--- src/rtl/core/cea_pkg.sv ---
// ----------------------------------------------------------------------------
// cea_pkg
// Shared types and codes for the 6502 effective-address sequencer.
// ----------------------------------------------------------------------------
package cea_pkg;

    localparam logic       ACT_START = 1'b0;
    localparam logic       ACT_BYTE  = 1'b1;

    localparam logic [1:0] KIND_READ = 2'd0;
    localparam logic [1:0] KIND_DONE = 2'd1;
    localparam logic [1:0] KIND_ERR  = 2'd2;

    localparam logic [3:0] MODE_IMP  = 4'd0;
    localparam logic [3:0] MODE_ACC  = 4'd1;
    localparam logic [3:0] MODE_IMM  = 4'd2;
    localparam logic [3:0] MODE_ZP   = 4'd3;
    localparam logic [3:0] MODE_ZPX  = 4'd4;
    localparam logic [3:0] MODE_ZPY  = 4'd5;
    localparam logic [3:0] MODE_ABS  = 4'd6;
    localparam logic [3:0] MODE_ABSX = 4'd7;
    localparam logic [3:0] MODE_ABSY = 4'd8;
    localparam logic [3:0] MODE_IND  = 4'd9;
    localparam logic [3:0] MODE_INDX = 4'd10;
    localparam logic [3:0] MODE_INDY = 4'd11;
    localparam logic [3:0] MODE_REL  = 4'd12;

    typedef struct packed {
        logic        action;
        logic [3:0]  mode;
        logic [15:0] pc_in;
        logic [7:0]  index_x;
        logic [7:0]  index_y;
        logic [7:0]  read_data;
    } in_word_t;

    typedef struct packed {
        logic [1:0]  kind;
        logic [15:0] read_address;
        logic [15:0] effective_address;
        logic [15:0] pc_out;
        logic [15:0] branch_offset;
        logic        page_crossed;
    } out_word_t;

    typedef struct packed {
        logic        busy;
        logic [3:0]  mode_held;
        logic [15:0] pc_held;
        logic [7:0]  x_held;
        logic [7:0]  y_held;
        logic [2:0]  phase;
        logic [7:0]  operand_lo;
        logic [15:0] pointer_word;
    } seq_state_t;

endpackage

--- src/rtl/core/cpu_effective_address_sequencer.sv ---
// A result word is registered and appears in the cycle after its input word is accepted.
// Throughput: one input word per cycle; the result register drains as it loads.
// Input stalls only while a result waits and the output side stalls.
// Reset: sequencer returns to idle with cleared state, result register empty.
// ----------------------------------------------------------------------------
// cpu_effective_address_sequencer
// 6502 operand address sequencer: issues operand and pointer reads and
// reports the effective address, advanced PC, branch offset and page flag.
// ----------------------------------------------------------------------------
module cpu_effective_address_sequencer
(
    input  logic               clk,
    input  logic               rst_n,
    input  logic               req_valid,
    output logic               req_stall,
    input  cea_pkg::in_word_t  req_word,
    output logic               rsp_valid,
    input  logic               rsp_stall,
    output cea_pkg::out_word_t rsp_word
);

    cea_pkg::seq_state_t state_reg;
    cea_pkg::seq_state_t state_next;
    cea_pkg::seq_state_t step_state;
    cea_pkg::out_word_t  step_result;
    logic                accept;

    assign req_stall = rsp_valid & rsp_stall;
    assign accept    = req_valid & ~req_stall;

    cea_step u_step
    (
        .state      (state_reg),
        .word       (req_word),
        .state_next (step_state),
        .result     (step_result)
    );

    always_comb
    begin
        state_next = state_reg;
        if (accept) begin
            state_next = step_state;
        end
    end

    always_ff @(posedge clk or negedge rst_n)
    begin
        if (!rst_n) begin
            state_reg <= '0;
        end
        else begin
            state_reg <= state_next;
        end
    end

    cea_out_reg u_out_reg
    (
        .clk       (clk),
        .rst_n     (rst_n),
        .load      (accept),
        .load_word (step_result),
        .stall     (rsp_stall),
        .valid     (rsp_valid),
        .word      (rsp_word)
    );

endmodule

--- src/rtl/core/cea_step.sv ---
// ----------------------------------------------------------------------------
// cea_step
// Next-state and result logic for one accepted word of the sequencer.
// ----------------------------------------------------------------------------
module cea_step
(
    input  cea_pkg::seq_state_t state,
    input  cea_pkg::in_word_t   word,
    output cea_pkg::seq_state_t state_next,
    output cea_pkg::out_word_t  result
);

    logic [15:0] pc1;
    logic [15:0] pc2;
    logic [15:0] base;
    logic [15:0] ea_idx;
    logic [7:0]  idx;
    logic [7:0]  b;

    assign b      = word.read_data;
    assign pc1    = state.pc_held + 16'd1;
    assign pc2    = state.pc_held + 16'd2;
    assign base   = {b, state.operand_lo};
    assign idx    = (state.mode_held == cea_pkg::MODE_ABSX) ? state.x_held : state.y_held;
    assign ea_idx = base + {8'h00, idx};

    always_comb
    begin
        state_next = state;
        result     = '0;
        if (word.action == cea_pkg::ACT_START)
        begin
            if (state.busy || word.mode > cea_pkg::MODE_REL)
            begin
                result.kind = cea_pkg::KIND_ERR;
            end
            else
            begin
                state_next.mode_held    = word.mode;
                state_next.pc_held      = word.pc_in;
                state_next.x_held       = word.index_x;
                state_next.y_held       = word.index_y;
                state_next.phase        = 3'd0;
                state_next.operand_lo   = 8'h00;
                state_next.pointer_word = 16'h0000;
                if (word.mode == cea_pkg::MODE_IMP || word.mode == cea_pkg::MODE_ACC)
                begin
                    result.kind   = cea_pkg::KIND_DONE;
                    result.pc_out = word.pc_in;
                end
                else if (word.mode == cea_pkg::MODE_IMM)
                begin
                    result.kind              = cea_pkg::KIND_DONE;
                    result.effective_address = word.pc_in;
                    result.pc_out            = word.pc_in + 16'd1;
                end
                else
                begin
                    state_next.busy     = 1'b1;
                    result.kind         = cea_pkg::KIND_READ;
                    result.read_address = word.pc_in;
                end
            end
        end
        else if (!state.busy)
        begin
            result.kind = cea_pkg::KIND_ERR;
        end
        else
        begin
            // assume finish; request arms override
            state_next.busy  = 1'b0;
            state_next.phase = 3'd0;
            result.kind      = cea_pkg::KIND_DONE;
            case (state.mode_held)
                cea_pkg::MODE_ZP:
                begin
                    result.effective_address = {8'h00, b};
                    result.pc_out            = pc1;
                end
                cea_pkg::MODE_ZPX:
                begin
                    result.effective_address = {8'h00, b + state.x_held};
                    result.pc_out            = pc1;
                end
                cea_pkg::MODE_ZPY:
                begin
                    result.effective_address = {8'h00, b + state.y_held};
                    result.pc_out            = pc1;
                end
                cea_pkg::MODE_ABS, cea_pkg::MODE_ABSX, cea_pkg::MODE_ABSY:
                begin
                    if (state.phase == 3'd0)
                    begin
                        state_next.busy       = 1'b1;
                        state_next.phase      = state.phase + 3'd1;
                        state_next.operand_lo = b;
                        result.kind           = cea_pkg::KIND_READ;
                        result.read_address   = pc1;
                    end
                    else if (state.mode_held == cea_pkg::MODE_ABS)
                    begin
                        result.effective_address = base;
                        result.pc_out            = pc2;
                    end
                    else
                    begin
                        result.effective_address = ea_idx;
                        result.pc_out            = pc2;
                        result.page_crossed      = (ea_idx[15:8] != base[15:8]);
                    end
                end
                cea_pkg::MODE_IND:
                begin
                    if (state.phase == 3'd0)
                    begin
                        state_next.busy       = 1'b1;
                        state_next.phase      = state.phase + 3'd1;
                        state_next.operand_lo = b;
                        result.kind           = cea_pkg::KIND_READ;
                        result.read_address   = pc1;
                    end
                    else if (state.phase == 3'd1)
                    begin
                        state_next.busy         = 1'b1;
                        state_next.phase        = state.phase + 3'd1;
                        state_next.pointer_word = base;
                        result.kind             = cea_pkg::KIND_READ;
                        result.read_address     = base;
                    end
                    else if (state.phase == 3'd2)
                    begin
                        // keep the page-wrap quirk on the high pointer byte
                        state_next.busy       = 1'b1;
                        state_next.phase      = state.phase + 3'd1;
                        state_next.operand_lo = b;
                        result.kind           = cea_pkg::KIND_READ;
                        result.read_address   = {state.pointer_word[15:8],
                                                 state.pointer_word[7:0] + 8'd1};
                    end
                    else
                    begin
                        result.effective_address = base;
                        result.pc_out            = pc2;
                    end
                end
                cea_pkg::MODE_INDX, cea_pkg::MODE_INDY:
                begin
                    if (state.phase == 3'd0)
                    begin
                        state_next.busy         = 1'b1;
                        state_next.phase        = state.phase + 3'd1;
                        state_next.pointer_word = {8'h00, b +
                            ((state.mode_held == cea_pkg::MODE_INDX) ? state.x_held : 8'h00)};
                        result.kind             = cea_pkg::KIND_READ;
                        result.read_address     = state_next.pointer_word;
                    end
                    else if (state.phase == 3'd1)
                    begin
                        state_next.busy       = 1'b1;
                        state_next.phase      = state.phase + 3'd1;
                        state_next.operand_lo = b;
                        result.kind           = cea_pkg::KIND_READ;
                        result.read_address   = {8'h00, state.pointer_word[7:0] + 8'd1};
                    end
                    else if (state.mode_held == cea_pkg::MODE_INDX)
                    begin
                        result.effective_address = base;
                        result.pc_out            = pc1;
                    end
                    else
                    begin
                        result.effective_address = ea_idx;
                        result.pc_out            = pc1;
                        result.page_crossed      = (ea_idx[15:8] != base[15:8]);
                    end
                end
                cea_pkg::MODE_REL:
                begin
                    result.pc_out        = pc1;
                    result.branch_offset = {{8{b[7]}}, b};
                end
                default:
                begin
                    result.kind = cea_pkg::KIND_ERR;
                end
            endcase
        end
    end

endmodule

--- src/rtl/core/cea_out_reg.sv ---
// ----------------------------------------------------------------------------
// cea_out_reg
// Result register holding one word until the receiver takes it.
// ----------------------------------------------------------------------------
module cea_out_reg
(
    input  logic               clk,
    input  logic               rst_n,
    input  logic               load,
    input  cea_pkg::out_word_t load_word,
    input  logic               stall,
    output logic               valid,
    output cea_pkg::out_word_t word
);

    logic               valid_reg;
    logic               valid_next;
    cea_pkg::out_word_t word_reg;
    cea_pkg::out_word_t word_next;

    always_comb
    begin
        valid_next = valid_reg;
        word_next  = word_reg;
        if (load) begin
            valid_next = 1'b1;
            word_next  = load_word;
        end
        else if (!stall) begin
            valid_next = 1'b0;
        end
    end

    always_ff @(posedge clk or negedge rst_n)
    begin
        if (!rst_n) begin
            valid_reg <= 1'b0;
        end
        else begin
            valid_reg <= valid_next;
        end
    end

    always_ff @(posedge clk)
    begin
        word_reg <= word_next;
    end

    assign valid = valid_reg;
    assign word  = word_reg;

endmodule

--- config.mk ---
export PLATFORM = sky130hd
export DESIGN_NAME = cpu_effective_address_sequencer
export DESIGN_NICKNAME = d
export VERILOG_FILES = /design/src/rtl/core/cea_pkg.sv /design/src/rtl/core/cpu_effective_address_sequencer.sv /design/src/rtl/core/cea_step.sv /design/src/rtl/core/cea_out_reg.sv
export SDC_FILE = /design/constraint.sdc
export NUM_CORES = 1
export LEC_CHECK = 0
export BUFFER_PORTS_ARGS = -buffer_cell sky130_fd_sc_hd__buf_2
export CORE_MARGIN = 5
export CORE_UTILIZATION = 30
export DETAILED_ROUTE_END_ITERATION = 12
export SYNTH_ARGS = -nofsm -noshare
export SYNTH_HDL_FRONTEND = slang
export SYNTH_SLANG_ARGS = --single-unit
--- constraint.sdc ---
create_clock -name clk -period 5.9 [get_ports clk]
set_clock_uncertainty 0.05 [all_clocks]
set_input_delay 0.295 -clock clk [delete_from_list [all_inputs] [get_ports clk]]
set_output_delay 0.295 -clock clk [all_outputs]
set_load 0.1 [all_outputs]
Word-level counts from Yosys, hierarchy flattened
Index checks and enable logic that the tools add are counted.
- divide/modulo/power cells: 0
- bitwise operators: 5
- order comparisons: 1
- shift-type cells: 0
- multiply operators: 0
- mux-type cells: 67
- eq/ne operators: 30
- reduce and logical (&&, ||, !) cells: 14
- add/subtract/negate cells: 9
- operators by type and width (operator ; number):
    32-bit two-way mux ; 10
    16-bit two-way mux ; 6
    16-bit one-hot mux with 6 select lines ; 1
    17-bit two-way mux ; 4
    65-bit two-way mux ; 1
    64-bit two-way mux ; 1
    16-bit one-hot mux with 4 select lines ; 1
    27-bit two-way mux ; 2
    50-bit two-way mux ; 1
    48-bit two-way mux ; 1
    16-bit one-hot mux with 3 select lines ; 1
    11-bit two-way mux ; 4
    18-bit two-way mux ; 2
    11-bit one-hot mux with 3 select lines ; 1
    16-bit by 1-bit adder with 16-bit output (second input constant) ; 2
    8-bit two-way mux ; 4
    16-bit one-hot mux with 2 select lines ; 1
    8-bit adder ; 3
    4-bit == test (second input constant) ; 5
    1-bit two-way mux ; 18
    16-bit by 2-bit adder with 16-bit output (second input constant) ; 1
    16-bit by 8-bit adder with 16-bit output ; 1
    4-bit by 3-bit == test with 1-bit output (second input constant) ; 4
    3-bit by 2-bit != test with 1-bit output (second input constant) ; 4
    other kinds (33) ; 47
- memory bits (read-only): 0
- latch bits: 0
- input port bits: 49
- logic and storage cells: 141
- register bits: 124
- output and inout port bits: 69
- RAM bits: 0
- memories: 0

Logic depth before layout (Yosys ltp)
- depth in word-level cells: 10
- mapped depth: 15
- gate-level depth less buffers: 13

Modules after synthesis
From an unflattened synthesis, not the netlist that was laid out.
- cell total of the unflattened synthesis: 1048
- area total of the unflattened synthesis: 10049.6 sq um
- by module, submodules not included (module ; cells an instance ; area each (sq um) ; seq. area each (sq um) ; times used):
    cea_step ; 842 ; 5365.1 ; 0.0 ; 1
    cpu_effective_address_sequencer ; 137 ; 2640.0 ; 1601.5 ; 1
    cea_out_reg ; 69 ; 2044.5 ; 2037.0 ; 1

Worst setup path before layout
Ideal clock, no wire load.
- path type: reg-to-reg
- start: register u_out_reg.valid_reg (netlist: u_out_reg.valid)
- end: register state_reg[27] in the netlist's numbering
- data arrival time: 4.058 ns
- data required time: 5.725 ns
- library setup time: 0.125 ns
- period minus slack after synthesis: 4.233 ns
- path buffers: 2
- stages on the path, launching flop included: 7
- setup slack: 1.667 ns
- cells stage by stage: dfrtp_1 -> nand2_1 -> and2_1 -> clkbuf_1 -> nand2_1 -> buf_2 -> mux2_2
- cells in the longest elaborated chain, start to end: 4
- ends and longest elaborated chain (element ; line ; text):
    start: declaration ; cea_out_reg.sv:16 ; logic valid_reg;
    start signal: assignment ; cea_out_reg.sv:40 ; valid_reg <= valid_next;
    1-bit bitwise AND ; cpu_effective_address_sequencer.sv:28 ; assign req_stall = rsp_valid & rsp_stall;
    1-bit inverter ; cpu_effective_address_sequencer.sv:29 ; assign accept = req_valid & ~req_stall;
    1-bit bitwise AND ; cpu_effective_address_sequencer.sv:29 ;
    via accept ; cpu_effective_address_sequencer.sv:26 ; logic accept;
    3-bit AND reduction (no line) ; -- ;
    end signal: assignment ; cpu_effective_address_sequencer.sv:53 ; state_reg <= state_next;
    end: declaration ; cpu_effective_address_sequencer.sv:22 ; cea_pkg::seq_state_t state_reg;
The timed path passes the listed nets, and every way through them passes these cells.
A chain may end at the register's enable or synchronous reset.

==> results.md <==
* Outcome: finished clean
* 1st-pass router iterations at 6
* Final Hold Vio Count at 0
* Setup Viol. Count Final at 0
* Share of cells above drive strength 1 at 0.233
* Mux cell area share after synthesis at 0.0752
* Clock Root Buffer: clkbuf_16
* Reg2reg setup slack at ~2 ns
* Setup bufs post-CTS at 0
* Syn Nets at 1,000
* Vias/cell at between 5 and 6
* GRT Total Usage at 0.171
* Power density over the cells at 460 nW/um2
* Register area at ~3400 um2
* Fmax at roughly 260 MHz
* Clk sinks at between 100 and 150
* Fillers at between 2k and 3k
* Routed len/inst at 20.6 um
* Clk buf depth at 2
* Min Tclk post-route at around 3.9 ns
* Area of the multi-input gates at 4880 um2
* Top-Level Pins at 118
* Worst hold-check path type: in2async
* Peak VDD IR at 193 uV
* DRT iter0 DRCs at about 940
* Fin area at a little over 10,000 um2
* DP HPWL at around 21,000 um
* Worst r2r path cells at 11
* CP top delay family: simple AND/OR/NAND/NOR gates
* Share of the synthesized area in the top cell type at 0.203
* RR Endpoint: u_out_reg.word[56]
* CP required at 6.09 ns
* Top cells by area, synth: edfxtp_1 (20%), dfrtp_1 (19%), mux2_2 (6.7%)
* Port Buffer Count at between 100 and 150
* Critical path cell sequence: inv_1, ha_1, and2_1, and3_1, ha_1, a21oi_1, o211ai_1, o41ai_2, xor2_1, xnor2_1, o311ai_1
* Antenna-violating nets left at 0
* Synthesis warning total at 0
* First-pass GRT wire length at ~44,000 um
* Initial antenna violation count at 0
* P_leak at approximately 4.2 nW
* Synth Flop Type: dfrtp_1
* Critical path class: reg2reg
* Die Y at ~180 um
* Reg clk slew, reported paths at approximately 0.070 ns
* Most frequent cells after synthesis: nand2_1 (116), dfrtp_1 (65), edfxtp_1 (59), o21ai_0 (56)
* Worst setup SP type: flop
* Starting density of the core at 0.304
* Max reg flops at between 60 and 70
* Final nets at ~1.1k
* Worst r2r src: state_reg[61]
* Simple-gate share of the synthesized area at 0.173
* Syn Area/Cell at 9.57 um2
* Largest area contributor in the netlist: edfxtp_1
* CTS tree: yes
* Largest family of logic cells by synthesized area: compound AO/OA/AOI/OAI gates
* Core area at ~29,000 um2
* Max Cap Viol at 0
* Max_slew headroom at 0.297
* Unrepaired setup endpoints after global routing: false
* Crit Path Max Fanout at 21
* Sequential share of the synthesized area at 0.390
* Area after DPL at 9490 um2
* Slowest cell on crit path: and2_1
* Post-synth cell types at 81
* Count leader, synth: nand2_1
* Crit path DAT at 4.06 ns
* Fin. max-slew vios at 0
* Ant. Diodes at 0
* Die width at 180 um
* Cells after Synth at roughly 900
* XOR/XNOR share of the synthesized area at 0.0508
* Cts hold-fix bufs at 0
* Clock Latency Late Sink at 0.43 ns
* Setup TNS at 0 ns
* Post-CTS Resized at 0
* Buf/Inv on CP at 1
* Cell Area, Synth at between 8000 and 9000 um2
* Grt total ovfl at 0
* Yosys reg bits at roughly 120
* Gpl congestion at between 0.9 and 1
* Inserted Clock Buffers at 17
* Worst Tran Pin Value at between 1 and 1.5 ns
* Cell mode on critical path: ha_1
* Row cnt at a little over 60
* Area delta synth->final at 15.8%
* Tcrit/Tclk final at 0.656
* Post-Route WL at 28,600 um
* CP peak stage delay at between 0.7 and 0.8 ns
* Adder-Cell Fraction of Synth Area at 0.0600
* DRC violations left at 0
* DIE AREA at about 33,000 um2
* Vias in the first global route at between 7k and 8k
* EDFF count, synth at 59
* Largest net degree at the start of global routing at 66
* Ys async rst share at 0.524
* H-tree lvl count at 4
* Vias post-DR at between 7k and 8k
* Complex-gate fraction of the synthesized area at 0.200
* Crit path capture type: flop
[cell families after synthesis]
logic type,after synthesis
fa+ha+maj,40
flops,124
buf+inv,90
simple gates,297
compound gates,252
mux,59
xor+xnor,49
[final cells by class]
class / count / share of cell area
multi-input cells: 697 / 0.483
inverters: 29 / 0.0108
repair buffers: 122 / 0.0617
clock buffers: 18 / 0.0446
clock inverters: 14 / 0.0156
flip-flops and latches: 124 / 0.337
well taps: 384 / 0.0476
[routing by layer]
layer | up-vias | wire (um) | global-route usage
met4 | 0 | 722 | 0.0517
met3 | 54 | 2140 | 0.0388
li1 | 3543 | - | -
met5 | - | 0 | 0
met2 | 356 | 12900 | 0.264
met1 | 3673 | 12800 | 0.240
[power breakdown]
| part | leakage (nW) | internal, mW | switching [mW] |
|---|---|---|---|
| combinational | 2.54 | 0.756 | 1.32 |
| sequential | 1.40 | 1.14 | 0.329 |
| clock | 0.283 | 0.655 | 0.446 |
| total | 4.23 | 2.55 | 2.10 |
[worst max-delay path by stage]
stage / start / endpoint / slack (ns) / depth (start not counted)
floorplan: u_out_reg.valid / state_reg[27] / 1.67 / 6
finish: state_reg[61] / u_out_reg.word[56] / 2.03 / 11
global route: state_reg[61] / u_out_reg.word[56] / 1.88 / 11
detailed placement: state_reg[61] / u_out_reg.word[55] / 2.15 / 12
CTS: state_reg[61] / u_out_reg.word[56] / 2.12 / 11
global placement: state_reg[61] / u_out_reg.word[55] / 2.27 / 12
[placed cells by master (no fill, tap or decap), types with 11 or more instances in the layout]
master       n
a22o_1      13
xnor2_1     25
nor3_1      11
o211ai_1    14
nor2_1      52
clkbuf_16   18
nand3_1     24
nand2_1    116
o22ai_1     24
xor2_1      23
a21oi_1     33
inv_1       29
buf_2      117
dfrtp_1     65
o21ai_0     56
mux2_2      52
and3_1      23
ha_1        37
edfxtp_1    59
[through the flow]
step	std cells	hold WS (ns)	setup slack [ns]	total power, mW	utilization
final	1388	0.00202	2.03	4.65	0.352
after global routing	1388	0.0290	1.88	4.91	0.352
after CTS	1388	0.0133	2.12	4.63	0.352
after detailed placement	1356	0.420	2.15	3.52	0.331
after global placement	1356	0.406	2.27	3.49	0.331
after floorplan	911	-0.0506	1.67	3.01	-
No activity file was read; power rests on OpenSTA's default activity.
